## src/sv/assert_macros.svh

```systemverilog
// Assertion macros shared by the frame builder RTL.
// No dependencies; expects signals clk and rst_n in the including scope.
`ifndef ASSERT_MACROS_SVH
`define ASSERT_MACROS_SVH

// Clocked assertion, disabled while reset is asserted
`define ASSERT_CLK(label, prop, msg) \
  label: assert property (@(posedge clk) disable iff (!rst_n) prop) else $error(msg);

// Clocked assertion that also holds during reset
`define ASSERT_CLK_ALWAYS(label, prop, msg) \
  label: assert property (@(posedge clk) prop) else $error(msg);

`endif

```

## src/sv/tfb_pkg.sv

```systemverilog
// Shared types, constants and the CRC-8 byte fold for the telemetry frame builder.
// No dependencies.
package tfb_pkg;

  // CRC-8/DVB-S2 polynomial
  localparam logic [7:0] CRC_POLY = 8'hD5;

  // Configuration register indexes
  localparam int REG_IDX_W = 2;
  localparam logic [REG_IDX_W-1:0] REG_SYNC    = 2'd0;
  localparam logic [REG_IDX_W-1:0] REG_VERSION = 2'd1;
  localparam logic [REG_IDX_W-1:0] REG_TYPE    = 2'd2;

  // Register reset values
  localparam logic [7:0] SYNC_RST    = 8'h00;
  localparam logic [7:0] VERSION_RST = 8'h01;
  localparam logic [7:0] TYPE_RST    = 8'h00;

  // Header byte values currently in force
  typedef struct packed {
    logic [7:0] sync_value;
    logic [7:0] version_value;
    logic [7:0] type_value;
  } cfg_t;

  // Which byte of the frame the emitter is producing
  typedef enum logic [2:0] {
    PH_SYNC,
    PH_VER,
    PH_TYPE,
    PH_LEN,
    PH_DATA,
    PH_SEQ,
    PH_CRC
  } phase_t;

  // Fold one byte into the CRC, MSB first, no reflection
  function automatic logic [7:0] crc_fold(input logic [7:0] crc, input logic [7:0] b);
    logic [7:0] c;
    c = crc ^ b;
    for (int i = 0; i < 8; i++) begin
      c = c[7] ? ({c[6:0], 1'b0} ^ CRC_POLY) : {c[6:0], 1'b0};
    end
    return c;
  endfunction

endpackage

```

## src/sv/telemetry_frame_builder_crc8.sv

```systemverilog
// Telemetry frame builder: wraps payload bytes into framed packets with CRC-8 trailer.
// Depends on tfb_pkg, tfb_cfg_regs and assert_macros.svh.
//
//  channel | direction | handshake           | payload
//  --------+-----------+---------------------+--------------------------------------
//  in      | input     | in_valid/in_ready   | in_data_byte
//  out     | output    | out_valid/out_ready | out_byte, out_run_last, out_frame_end
//  cfg     | input     | cfg_wr_en           | cfg_index, cfg_wdata
//
// An item sits in the input register while its bytes go into the output register, one
// byte per cycle while the output is not stalled: five bytes for the first item of a
// frame, one for a middle item, three for the last. The next item is taken in the cycle
// the held item's last byte moves out, so items follow back to back. Reset is synchronous;
// no clearing pass. A stalled output holds its byte and freezes the emitter; the input
// side stalls while the held item has bytes left to send or its last byte is held up.
module telemetry_frame_builder_crc8 #(
  parameter int PAYLOAD_BYTES = 58
) (
  input  logic                           clk,
  input  logic                           rst_n,
  // payload byte input
  input  logic                           in_valid,
  output logic                           in_ready,
  input  logic [7:0]                     in_data_byte,
  // framed byte output
  output logic                           out_valid,
  input  logic                           out_ready,
  output logic [7:0]                     out_byte,
  output logic                           out_run_last,
  output logic                           out_frame_end,
  // configuration writes
  input  logic                           cfg_wr_en,
  input  logic [tfb_pkg::REG_IDX_W-1:0]  cfg_index,
  input  logic [7:0]                     cfg_wdata
);
  import tfb_pkg::*;

  `include "assert_macros.svh"

  // Supplied bytes per frame; at least two so no item yields more than five bytes
  localparam int InputsPerFrame = (PAYLOAD_BYTES > 2) ? PAYLOAD_BYTES - 1 : 2;
  localparam int PosW = $clog2(InputsPerFrame);
  localparam logic [PosW-1:0] PosLast = PosW'(InputsPerFrame - 1);
  localparam logic [7:0] LenByte = 8'(PAYLOAD_BYTES);

  cfg_t cfg;

  logic           in_valid_r, in_valid_nxt;
  logic [7:0]     data_r;
  phase_t         phase_r, phase_nxt, phase_adv, start_phase;
  logic [PosW-1:0] pos_r, pos_nxt;
  logic [7:0]     crc_r, crc_nxt, crc_base, crc_folded;
  logic [7:0]     seq_r, seq_nxt;
  logic           out_valid_r, out_valid_nxt;
  logic [7:0]     out_byte_r;
  logic           run_last_r, frame_end_r;

  logic           emit, load, item_done, frame_last;
  logic [7:0]     cur_byte;

  tfb_cfg_regs u_cfg (
    .clk   (clk),
    .rst_n (rst_n),
    .wr_en (cfg_wr_en),
    .index (cfg_index),
    .wdata (cfg_wdata),
    .cfg   (cfg)
  );

  // Handshake: emit when a byte can enter the output register
  assign emit       = in_valid_r & (~out_valid_r | out_ready);
  assign in_ready   = ~in_valid_r | (emit & item_done);
  assign load       = in_valid & in_ready;
  assign frame_last = (pos_r == PosLast);

  // Next phase of the emitter
  always_comb begin
    phase_adv = PH_SYNC;
    item_done = 1'b0;
    unique case (phase_r)
      PH_SYNC: phase_adv = PH_VER;
      PH_VER:  phase_adv = PH_TYPE;
      PH_TYPE: phase_adv = PH_LEN;
      PH_LEN:  phase_adv = PH_DATA;
      PH_DATA: begin
        if (frame_last) begin
          phase_adv = PH_SEQ;
        end else begin
          item_done = 1'b1;
        end
      end
      PH_SEQ:  phase_adv = PH_CRC;
      PH_CRC:  item_done = 1'b1;
      default: item_done = 1'b1;
    endcase
  end

  // A new item starts with the header only at the top of a frame
  assign start_phase = (pos_nxt == '0) ? PH_SYNC : PH_DATA;

  always_comb begin
    if (load) begin
      phase_nxt = start_phase;
    end else if (emit) begin
      phase_nxt = phase_adv;
    end else begin
      phase_nxt = phase_r;
    end
  end

  // Byte select and frame state update
  always_comb begin
    cur_byte = data_r;
    pos_nxt  = pos_r;
    seq_nxt  = seq_r;
    crc_base = crc_r;
    unique case (phase_r)
      PH_SYNC: cur_byte = cfg.sync_value;
      PH_VER: begin
        cur_byte = cfg.version_value;
        crc_base = '0;
      end
      PH_TYPE: cur_byte = cfg.type_value;
      PH_LEN:  cur_byte = LenByte;
      PH_DATA: begin
        cur_byte = data_r;
        pos_nxt  = frame_last ? '0 : PosW'(pos_r + 1'b1);
      end
      PH_SEQ:  cur_byte = seq_r;
      PH_CRC: begin
        cur_byte = crc_r;
        seq_nxt  = 8'(seq_r + 8'd1);
      end
      default: cur_byte = data_r;
    endcase

    crc_folded = crc_fold(crc_base, cur_byte);
    // sync stays out of the CRC; the CRC byte restarts it
    if (phase_r == PH_SYNC) begin
      crc_nxt = crc_r;
    end else if (phase_r == PH_CRC) begin
      crc_nxt = '0;
    end else begin
      crc_nxt = crc_folded;
    end

    if (!emit) begin
      pos_nxt = pos_r;
      seq_nxt = seq_r;
      crc_nxt = crc_r;
    end
  end

  assign in_valid_nxt  = load | (in_valid_r & ~(emit & item_done));
  assign out_valid_nxt = emit | (out_valid_r & ~out_ready);

  // Control and frame state
  always_ff @(posedge clk) begin
    if (!rst_n) begin
      in_valid_r  <= 1'b0;
      out_valid_r <= 1'b0;
      phase_r     <= PH_SYNC;
      pos_r       <= '0;
      crc_r       <= '0;
      seq_r       <= '0;
    end else begin
      in_valid_r  <= in_valid_nxt;
      out_valid_r <= out_valid_nxt;
      phase_r     <= phase_nxt;
      pos_r       <= pos_nxt;
      crc_r       <= crc_nxt;
      seq_r       <= seq_nxt;
    end
  end

  // Payload registers
  always_ff @(posedge clk) begin
    if (load) begin
      data_r <= in_data_byte;
    end
    if (emit) begin
      out_byte_r  <= cur_byte;
      run_last_r  <= item_done;
      frame_end_r <= (phase_r == PH_CRC);
    end
  end

  assign out_valid     = out_valid_r;
  assign out_byte      = out_byte_r;
  assign out_run_last  = run_last_r;
  assign out_frame_end = frame_end_r;

  // Checks
  `ASSERT_CLK(a_crc_ends_item, out_valid && out_frame_end |-> out_run_last,
              "CRC byte is not the last byte of its item")
  `ASSERT_CLK(a_header_at_top, in_valid_r && (phase_r == PH_SYNC) |-> (pos_r == '0),
              "header started mid-frame")
  `ASSERT_CLK(a_seq_step, emit && (phase_r == PH_CRC) |=> (seq_r == 8'($past(seq_r) + 8'd1)),
              "sequence number did not advance after the CRC byte")

endmodule

```

## src/sv/tfb_cfg_regs.sv

```systemverilog
// Configuration register file for the frame header bytes.
// Depends on tfb_pkg.
module tfb_cfg_regs (
  input  logic                           clk,
  input  logic                           rst_n,
  input  logic                           wr_en,
  input  logic [tfb_pkg::REG_IDX_W-1:0]  index,
  input  logic [7:0]                     wdata,
  output tfb_pkg::cfg_t                  cfg
);
  import tfb_pkg::*;

  cfg_t cfg_r;
  cfg_t cfg_nxt;

  // Decode the write; unknown indexes are dropped
  always_comb begin
    cfg_nxt = cfg_r;
    if (wr_en) begin
      unique case (index)
        REG_SYNC:    cfg_nxt.sync_value    = wdata;
        REG_VERSION: cfg_nxt.version_value = wdata;
        REG_TYPE:    cfg_nxt.type_value    = wdata;
        default:     cfg_nxt = cfg_r;
      endcase
    end
  end

  always_ff @(posedge clk) begin
    if (!rst_n) begin
      cfg_r.sync_value    <= SYNC_RST;
      cfg_r.version_value <= VERSION_RST;
      cfg_r.type_value    <= TYPE_RST;
    end else begin
      cfg_r <= cfg_nxt;
    end
  end

  assign cfg = cfg_r;

endmodule
```

## config.mk

```make
export PLATFORM = sky130hd
export DESIGN_NAME = telemetry_frame_builder_crc8
export DESIGN_NICKNAME = d
export VERILOG_FILES = /design/src/sv/tfb_pkg.sv /design/src/sv/telemetry_frame_builder_crc8.sv /design/src/sv/tfb_cfg_regs.sv
export VERILOG_INCLUDE_DIRS = /design/src /design/src/sv
export SDC_FILE = /design/constraint.sdc
export NUM_CORES = 1
export LEC_CHECK = 0
export BUFFER_PORTS_ARGS = -buffer_cell sky130_fd_sc_hd__buf_2
export CAP_MARGIN = 20
export CELL_PAD_IN_SITES_DETAIL_PLACEMENT = 0
export CELL_PAD_IN_SITES_GLOBAL_PLACEMENT = 1
export CORE_MARGIN = 5
export CORE_UTILIZATION = 45
export CTS_CLUSTER_DIAMETER = 200
export DETAILED_ROUTE_END_ITERATION = 10
export HOLD_SLACK_MARGIN = 0.03
export PLACE_DENSITY_LB_ADDON = 0.1
export SLEW_MARGIN = 20
export SYNTH_ARGS = -nofsm -noshare
export SYNTH_HDL_FRONTEND = slang
export SYNTH_SLANG_ARGS = --single-unit
```

## constraint.sdc

```tcl
create_clock -name clk -period 3.3 [get_ports clk]
set_clock_uncertainty 0.2 [all_clocks]
set_input_delay 0.66 -clock clk [delete_from_list [all_inputs] [get_ports clk]]
set_output_delay 0.66 -clock clk [all_outputs]
set_load 0.005 [all_outputs]
```

==> key figures <==
Status
  – Status: completed

Yosys
  – FFs w/ async S/R, synth: 0
  – Post-synthesis mux area share: 0.0865
  – Syn_nets: around 390
  – Flops & latches, synth: 69
  – Netlist area before placement: 3730 sq um
  – Register area share after synthesis: 0.418
  – Synth Area in Adders: 0.0101
  – Yosys warning total: 0
  – Synth unique cells: 71
  – Ys flop type: dfxtp_1
  – Gate Count Post-Synth: around 360
  – Post-Syn Area per Cell: a little over 10 sq um
  – Simple-gate portion of the synthesized area: 0.204
  – Post-synthesis compound-gate area fraction: 0.118
  – XOR/XNOR share of the synthesized area: 0.119
  – Largest family of logic cells by synthesized area: simple AND/OR/NAND/NOR gates
  – Number of flops mapped to enable cells by yosys: 18

Cells and area
  – Area added between synthesis and finish: 12.8%
  – Fillers: about 780
  – Layout cell share with drive strength beyond 1: 0.207
  – Layout net count: around 430
  – Final instance area: 4210 sq um
  – Post-route insts no fill: 510
  – Ant diodes: 0

Route
  – Vias post-DR: between 2k and 3k
  – 1st-iter DRT viols: between 70 and 80
  – Post-route DRC: 0
  – Via density: 5.29
  – ANT nets after route: 0
  – TritonRoute pass-1 iters: 4
  – Wirelength, routed: 8660 um
  – DR WL/cell: between 15 and 20 um

Critical path
  – Crit-path max FO: 6
  – Critical Path End Type: primary output
  – Worst path cell trace: inv_1, ha_1, and4b_1, a21oi_1, nor2_1, o31ai_1, buf_2
  – Startpoint types: flop
  – Arr. time, crit path: ~2.2 ns
  – Setup CP Type: reg2out
  – Largest stage delay on the critical path: 0.51 ns
  – Critical Path RT: ~2.4 ns
  – Crit-path slowest cell: o31ai_1

Flow run
  – Max_cap viols: 0

Global routing
  – Largest net degree at the start of global routing: 42
  – Global-route wire length before repair: between 10000 and 15000 um
  – Tot GR Track Use: 0.181
  – Vias in the first global route: 2695
  – Initial antenna violation count: 0
  – Grt ovf: 0

Placement
  – Placed Area: approximately 4000 sq um
  – DP Cell Count: roughly 490
  – IO buf count: 34
  – Routability cong.: between 0.8 and 0.9
  – DP HPWL: between 6000 and 7000 um

Floorplanning
  – Num ports: 35
  – Die ar.: between 10000 and 15000 sq um
  – Die H: around 100 um
  – Die X: slightly above 100 um
  – Total core area: between 8000 and 9000 sq um
  – Row count: 33
  – Initial core utilization: 0.459

Clock tree
  – CTS Root Buffer Type: clkbuf_8
  – Setup bufs post-CTS: 0
  – Number of buffers created by CTS: 9
  – Clock Path Buffers: 2
  – CTS tree: done
  – # resized after CTS: 0
  – CTS Hold Bufs: 0
  – CTS Sinks: 69
  – Clk Latency, worst-skew pair: roughly 0.36 ns
  – H-tree depth: 3
  – Reg clk slew, reported paths: ~0.080 ns

Timing
  – Max-slew violation count: 0
  – Final setup viols: 0
  – Max-slew headroom: 0.584
  – Worst slew pin tran: 0.623 ns
  – RSZ-0062 raised after global routing: no
  – Crit path time final: a little over 3 ns
  – Final hold violations: 0
  – Fmax: 328 MHz
  – Post-Route Setup TNS: 0 ns
  – Final Cycle Share: 0.925

Hold path
  – HP Class: in2reg

Power and ir drop
  – LEAKAGE: about 0.0017 uW
  – Worst vdd ir: between 0.2 and 0.25 mV
  – Pwr dens: 501 nW/um^2
## cells in the final DEF, fill, tap and decap left out, types with 3 or more instances in the layout
cell type	Yosys	routed
a21boi_0	3	3
a21oi_1	11	11
and2_1	8	8
buf_2	5	34
buf_4	3	14
clkbuf_8	0	9
clkinv_4	0	3
dfxtp_1	51	50
edfxtp_1	18	18
ha_1	3	3
inv_1	10	10
mux2i_1	30	30
nand2_1	31	31
nand2b_1	7	7
nand3_1	7	7
nand4_1	4	4
nand4b_1	3	3
nor2_1	16	16
nor2b_1	33	33
nor3_1	6	6
nor3b_1	6	6
o21ai_0	8	8
o21ai_1	6	6
or3_1	3	3
xnor2_1	10	10
xnor3_1	7	7
xor2_1	8	8
## path summary, 6_finish.rpt
kind,start,endpoint,slack (ns),depth (start not counted)
max,pos_r[0]$_SDFF_PN0_,in_ready,0.25,7
min,in_data_byte[4],data_r[4]$_DFFE_PP_,0.28,1
max reg2reg,phase_r[2]$_SDFFE_PN0P_,phase_r[2]$_SDFFE_PN0P_,0.25,7
min reg2reg,u_cfg.cfg[8]$_SDFFE_PN1P_,u_cfg.cfg[8]$_SDFFE_PN1P_,0.30,2
## synth_stat cells, types with 8 or more instances
cell type,number,area share
a21oi_1,11,0.015
and2_1,8,0.013
dfxtp_1,51,0.27
edfxtp_1,18,0.14
inv_1,10,0.010
mux2i_1,30,0.080
nand2_1,31,0.031
nor2_1,16,0.016
nor2b_1,33,0.055
o21ai_0,8,0.011
xnor2_1,10,0.023
xor2_1,8,0.019
## flip-flops by register name, summed over array words and instances, names as in the netlist
| name | flops |
|---|---|
| out_valid | 1 |
| phase_r | 3 |
| out_frame_end | 1 |
| u_cfg.cfg | 24 |
| out_byte | 8 |
| crc_r | 8 |
| in_valid_r | 1 |
| out_run_last | 1 |
| seq_r | 8 |
| data_r | 8 |
| pos_r | 6 |
## through the flow
stage | setup slack (ns) | power [uW] | utilization | hold slack [ns]
floorplan | 0.639 | 1360 | - | 0.239
global placement | 0.355 | 1460 | 0.494 | 0.284
detailed placement | 0.237 | 1460 | 0.494 | 0.291
CTS | 0.214 | 2130 | 0.518 | 0.265
global route | 0.0541 | 2220 | 0.518 | 0.262
finish | 0.247 | 2110 | 0.518 | 0.276
## critical path, delay by kind of cell (launching register included)
| kind | cells | cell delay, ns |
|---|---|---|
| AND/OR/NAND/NOR | 2 | 0.26 |
| AO/OA/AOI/OAI | 2 | 0.65 |
| adder cells (fa/ha/maj) | 1 | 0.21 |
| flip-flops | 1 | 0.41 |
| buffers and inverters | 2 | 0.30 |
## cell type report
class                           count  area, sq um  share of cell area
Multi-Input combinational cell    261         2010               0.477
Sequential cell                    69         1560               0.371
Timing Repair Buffer               48          275              0.0653
Clock buffer                       10          149              0.0353
Tap cell                          105          131              0.0312
Clock inverter                      6         45.0              0.0107
Inverter                           11         41.3             0.00980
## power by group
group	total [uW]	switching, uW	internal (uW)
sequential	946	33.2	912
combinational	497	217	280
clock	667	346	321
## cell families (layout without fill, tap and decap cells)
group                    Yosys count  count (layout)
AND/OR/NAND/NOR                  136             136
flip-flops                        69              69
AO/OA/AOI/OAI                     59              59
multiplexers                      32              32
XOR/XNOR                          31              31
buffers and inverters             31              75
adder cells (fa/ha/maj)            3               3
## layer usage
metal | vias up | track usage | routed length [um]
met4 | 0 | 0.0583 | 160
met5 | - | 0 | 0
met2 | 44 | 0.294 | 4070
li1 | 1358 | - | -
met3 | 17 | 0.0491 | 333
met1 | 1278 | 0.233 | 4100
No activity file was read; power rests on OpenSTA's default activity.
